--- config.mk ---
export PLATFORM = sky130hd
export DESIGN_NAME = tklb_cls
export DESIGN_NICKNAME = d
export VERILOG_FILES = /design/src/rtl/core/tklb_pkg.sv /design/src/rtl/core/tklb_cls.sv
export SDC_FILE = /design/constraint.sdc
export NUM_CORES = 1
export LEC_CHECK = 0
export BUFFER_PORTS_ARGS = -buffer_cell sky130_fd_sc_hd__buf_4
export CAP_MARGIN = 20
export CORE_AREA = 2 2 102 104
export DETAILED_ROUTE_END_ITERATION = 8
export DIE_AREA = 0 0 104 106
export PLACE_DENSITY = 0.49
export SLEW_MARGIN = 0
export SYNTH_ARGS = -nofsm -noshare
export SYNTH_HDL_FRONTEND = slang
export SYNTH_SLANG_ARGS = --single-unit
export TNS_END_PERCENT = 50
--- constraint.sdc ---
create_clock -name vclk -period 1.6
set_input_delay 0.16 -clock vclk [all_inputs]
set_output_delay 0.16 -clock vclk [all_outputs]
set_load 0.05 [all_outputs]
--- src/rtl/core/tklb_pkg.sv ---
// Package of the top-k leaderboard block: field widths, slot layout and
// the classifier result type. Depends on nothing.
`default_nettype none

package tklb_pkg;

  localparam int unsigned BOARD_W = 2;
  localparam int unsigned ID_W    = 32;
  localparam int unsigned TAG_W   = 64;
  localparam int unsigned SCORE_W = 32;
  localparam int unsigned RANK_W  = 4;

  // One stored slot of a board.
  typedef struct packed {
    logic signed [SCORE_W-1:0] score;
    logic [TAG_W-1:0]          tag;
    logic [ID_W-1:0]           id;
  } slot_t;

  localparam int unsigned SLOT_W = $bits(slot_t);

  // Where a slot lands relative to the new score.
  typedef enum logic [1:0] {
    CAT_HI  = 2'd0,  // untouched, score above the new score
    CAT_MID = 2'd1,  // rewritten, or untouched with an equal score
    CAT_LO  = 2'd2   // untouched, score below the new score
  } cat_e;

  typedef struct packed {
    logic changed;
    cat_e cat;
  } cls_t;

endpackage

`default_nettype wire

--- src/rtl/core/tklb_cls.sv ---
// Shared slot classifier: id match and signed score compare of one slot
// against the pending update. Depends on tklb_pkg.
`default_nettype none

module tklb_cls (
  input  wire tklb_pkg::slot_t slot_i,
  input  wire tklb_pkg::slot_t upd_i,
  input  wire logic            spare_i,
  input  wire logic            found_i,
  output tklb_pkg::cls_t       cls_o
);

  import tklb_pkg::*;

  logic changed;
  logic gt;
  logic eq;

  // The spare slot takes the update only when no ranked slot matched.
  assign changed = spare_i ? !found_i : (slot_i.id == upd_i.id);
  assign gt      = $signed(slot_i.score) > $signed(upd_i.score);
  assign eq      = slot_i.score == upd_i.score;

  always_comb begin
    cls_o.changed = changed;
    if (changed || eq) begin
      cls_o.cat = CAT_MID;
    end else if (gt) begin
      cls_o.cat = CAT_HI;
    end else begin
      cls_o.cat = CAT_LO;
    end
  end

endmodule

`default_nettype wire

# After elaboration in Yosys (flattened, before gate mapping)
# Cells that the tools add are included.
# word_totals
register_bits	0
out_inout_bits	3
# op_classes
n_lt_le_gt_ge	1
eq_ne	2
mux	3
reduce_logical	2
# op_table
cell	count
$eq A32 B32 Y1	2
$gt A32 B32 Y1	1
$mux W2	2
$logic_not A1 Y1	1
$logic_or A1 B1 Y1	1
$mux W1	1

# Longest topological paths before layout
# depth
ltp_word	4
depth_mapped	8

# Worst setup path after synthesis
# No wires, ideal clock.
# synth_timing
path_kind	in2out
start	input port upd_i[127] in the netlist's numbering
end	output port cls_o[1] in the netlist's numbering
t_arrival_ns	2.637
required_time_ns	1.440
path_slack_ns	-1.197
cell_stages	8
path_buffers	0
cell_sequence	inv_1 ha_1 nand4_1 nor4_1 and3_1 nand2_1 o211ai_1 nor3b_1
# synth_lines
item	line	rtl
from (decl)	tklb_cls.sv:7	input wire tklb_pkg::slot_t upd_i,
to (decl)	tklb_cls.sv:10	output tklb_pkg::cls_t cls_o

==> impl_metrics.sql <==
INSERT INTO impl_metrics (metric_group, metric, value, unit) VALUES
('flow_run', 'max_cap_viol_count', '0', ''),
('route', 'routed_wl', '4.47', 'mm'),
('synthesis', 'post_synth_instance_area', '1190', 'µm²'),
('hold_path', 'timing.hold.worst_path_depth', '3', ''),
('route', 'first_iter_violations', '7', ''),
('placed_design', 'placement.cell_area', '2650', 'µm²'),
('floorplan', 'initial_core_util', '11.9', '%'),
('setup_path', 'timing.critical_path.max_delay_family', 'compound AO/OA/AOI/OAI gates', ''),
('setup_path', 'cp_slowest_stage_delay', '0.43', 'ns'),
('synthesis', 'number_of_standard_cells_after_synthesis', '165', ''),
('final_layout', 'num-clock-buffers', '0', ''),
('final_layout', 'final_net_count', '596', ''),
('final_layout', 'antenna-diode-count', '0', ''),
('hold_path', 'timing.hold.worst.class', 'in2out', ''),
('route', 'routed_wire_length_per_instance', '10.2', 'µm'),
('setup_path', 'setup.worst_path.end_class', 'output pin', ''),
('grt', 'groute.usage.overall', '7.95', '%'),
('floorplan', 'ioPinCount', '261', ''),
('setup_path', 'worst-path-buf-inv', '3', ''),
('timing', 'grt_setup_unrepaired', 'yes', ''),
('floorplan', 'core', '10000', 'µm²'),
('route', 'detailroute.via_count', '1628', ''),
('route', 'drt_first_pass_iters', '2', ''),
('pwr', 'power_leakage', '0.00128', 'µW'),
('setup_path', 'critical_path_cell_count', '9', ''),
('setup_path', 'cp.required', '1.44', 'ns'),
('status', 'status', 'finished with violations', ''),
('placed_design', 'hpwl', '4.23', 'mm'),
('setup_path', 'crit_path_start_kind', 'input port', ''),
('synthesis', 'number_of_distinct_standard_cells_referenced_by_the_synthesized_netlist', '26', ''),
('grt', 'grt.overflow.total', '0', ''),
('pwr', 'power.ir.vdd_worst', '0.0000755', 'V'),
('setup_path', 'timing.critical_path.cells', 'buf_4 > inv_2 > ha_4 > a211oi_1 > nor2_1 > o41a_1 > o31ai_4 > nor3b_4 > buf_6', ''),
('timing', 'final_period_minus_worst_setup_slack', '2.05', 'ns'),
('status', 'failed_checks', 'negative setup slack', ''),
('final_layout', 'fillerInstances', '1096', ''),
('route', 'antenna_left', '0', ''),
('floorplan', 'core.rowCount', '37', ''),
('final_layout', 'area_delta_synth_final', '133', '%'),
('setup_path', 'critical_path.max_fanout', '2', ''),
('grt', 'first_global_vias', '1768', ''),
('pwr', 'pwrdens', '249', 'nW/µm²'),
('floorplan', 'die_h', '106', 'µm'),
('grt', 'grt_max_degree', '5', ''),
('grt', 'antenna_violations_before_repair', '0', ''),
('final_layout', 'design_area', '2780', 'µm²'),
('placed_design', 'place.gp.congestion', '0.669', ''),
('clocking', 'holdBufCountCts', '0', ''),
('timing', 'setup_ws', '-0.452', 'ns'),
('final_layout', 'final-seq-area', '0', 'µm²'),
('timing', 'min_period_over_period', '128', '%'),
('timing', 'slew_violations', '0', ''),
('timing', 'timing.max_slew.rel_slack', '76.0', '%'),
('pwr', 'design_power_total', '693', 'µW'),
('setup_path', 'worstSetupPathType', 'in2out', ''),
('synthesis', 'ys_warn_count', '0', ''),
('timing', 'max_slew.worst_pin.slew', '0.357', 'ns'),
('synthesis', 'synthesis.nets', '455', ''),
('floorplan', 'fp.dieW', '104', 'µm'),
('floorplan', 'dieArea', '11000', 'µm²'),
('route', 'drt_drc_violations_left', '0', ''),
('final_layout', 'n_sequential_cell', '0', ''),
('timing', 'timing.final.setup_violations', '3', ''),
('final_layout', 'post_route_cells_drive_above_1_share', '62.5', '%'),
('route', 'drt-vias-per-instance', '3.70', ''),
('synthesis', 'syn_area_per_cell', '7.23', 'µm²'),
('setup_path', 'critical-path-slowest-cell', 'sky130_fd_sc_hd__o41a_1', ''),
('setup_path', 'critPathArrivalTime', '1.89', 'ns'),
('grt', 'grt_first_pass_wirelength', '7.54', 'mm'),
('placed_design', 'io_buffers', '133', ''),
('timing', 'finalHoldViolCount', '0', ''),
('synthesis', 'ys_seq_area_share', '0', '%'),
('timing', 'max_clock_freq', '0.487', 'GHz');
cells in the mapped netlist, drive strengths merged:
library cell / instances / area [µm²]
buf: 1 / 7.51
nand3: 4 / 20.0
a21boi: 2 / 15.0
a21oi: 12 / 63.8
inv: 33 / 124
xor2: 1 / 8.76
o21ai: 5 / 25.0
nand2: 9 / 33.8
nor2b: 1 / 6.26
nor3: 3 / 15.0
nor3b: 1 / 7.51
nor4: 3 / 18.8
o31ai: 1 / 7.51
a211oi: 1 / 7.51
nand4: 12 / 75.1
o21a: 1 / 7.51
ha: 32 / 400
and3: 1 / 6.26
a221oi: 1 / 8.76
nand2b: 2 / 12.5
o211ai: 2 / 15.0
xnor2: 31 / 272
o31a: 1 / 10.0
o41a: 1 / 11.3
nor2: 4 / 15.0
what timing repair did:
item	CTS	global route
setup endpoints to repair	3	3
pin swaps	16	1
setup buffers	0	0
gates cloned	0	0
gates resized for setup	30	1
worst paths after layout:
| kind | startpoint | end |
|---|---|---|
| worst max-delay path | upd_i[121] | cls_o[1] |
| worst min-delay path | found_i | cls_o[2] |
layout make-up:
type / instances / area [µm²] / share of cell area, %
inverters: 33 / 144 / 5.17
repair buffers: 140 / 1080 / 39.0
well taps: 136 / 170 / 6.12
multi-input cells: 131 / 1380 / 49.7
per-layer routing:
layer  global-route usage, %  wire (µm)
met1                    9.02       1620
met2                    16.0       2470
met3                    1.53        353
met4                   0.386         21
met5                       0          0
through the flow:
step	hold WS, ns	std cells	util [%]	setup TNS [ns]	setup slack (ns)
2_1_floorplan	0.562	165	-	-0.598	-0.469
3_3_place_gp	0.661	440	26.5	-1.13	-0.616
3_5_place_dp	0.666	440	26.5	-1.25	-0.647
4_1_cts	0.666	440	27.7	-0.902	-0.477
5_1_grt	0.700	440	27.8	-1.19	-0.564
6_report	0.663	440	27.8	-0.813	-0.452
placed cells by master (no fill, tap or decap):
| master | Yosys | layout |
|---|---|---|
| sky130_fd_sc_hd__a221oi_2 | 0 | 1 |
| sky130_fd_sc_hd__nor3_1 | 3 | 2 |
| sky130_fd_sc_hd__buf_8 | 0 | 1 |
| sky130_fd_sc_hd__and3_4 | 0 | 1 |
| sky130_fd_sc_hd__inv_2 | 0 | 8 |
| sky130_fd_sc_hd__nor2_1 | 4 | 4 |
| sky130_fd_sc_hd__nor3b_4 | 0 | 1 |
| sky130_fd_sc_hd__nand2_1 | 9 | 8 |
| sky130_fd_sc_hd__a21boi_1 | 0 | 1 |
| sky130_fd_sc_hd__ha_4 | 0 | 18 |
| sky130_fd_sc_hd__nor4_4 | 0 | 1 |
| sky130_fd_sc_hd__a21oi_1 | 11 | 8 |
| sky130_fd_sc_hd__a211oi_1 | 1 | 1 |
| sky130_fd_sc_hd__xnor2_1 | 31 | 31 |
| sky130_fd_sc_hd__o211ai_1 | 2 | 2 |
| sky130_fd_sc_hd__nand2_2 | 0 | 1 |
| sky130_fd_sc_hd__nand3_1 | 4 | 4 |
| sky130_fd_sc_hd__o31a_4 | 0 | 1 |
| sky130_fd_sc_hd__nor2b_1 | 1 | 1 |
| sky130_fd_sc_hd__ha_2 | 0 | 1 |
| sky130_fd_sc_hd__nor4_2 | 0 | 2 |
| sky130_fd_sc_hd__o31ai_4 | 0 | 1 |
| sky130_fd_sc_hd__ha_1 | 32 | 13 |
| sky130_fd_sc_hd__nor3_2 | 0 | 1 |
| sky130_fd_sc_hd__buf_6 | 0 | 7 |
| sky130_fd_sc_hd__inv_1 | 33 | 17 |
| sky130_fd_sc_hd__buf_4 | 1 | 132 |
| sky130_fd_sc_hd__o21ai_1 | 0 | 1 |
| sky130_fd_sc_hd__o41a_1 | 1 | 1 |
| sky130_fd_sc_hd__a21boi_0 | 2 | 1 |
| sky130_fd_sc_hd__o21ai_2 | 0 | 1 |
| sky130_fd_sc_hd__inv_4 | 0 | 8 |
| sky130_fd_sc_hd__xor2_1 | 1 | 1 |
| sky130_fd_sc_hd__nand2b_1 | 2 | 2 |
| sky130_fd_sc_hd__o21ai_0 | 5 | 3 |
| sky130_fd_sc_hd__nand4_1 | 12 | 12 |
| sky130_fd_sc_hd__a21oi_2 | 1 | 4 |
| sky130_fd_sc_hd__o21a_1 | 1 | 1 |
kinds of logic after synthesis:
logic type	synth area share (%)
buf+inv	11.0
fa+ha+maj	33.5
xor+xnor	23.5
simple gates	17.6
compound gates	14.4
where the power goes:
part | internal [µW] | switching [µW]
registers | 0 | 0
clock network | 0 | 0
logic | 423 | 270
Power figures use the tool's default switching activity.
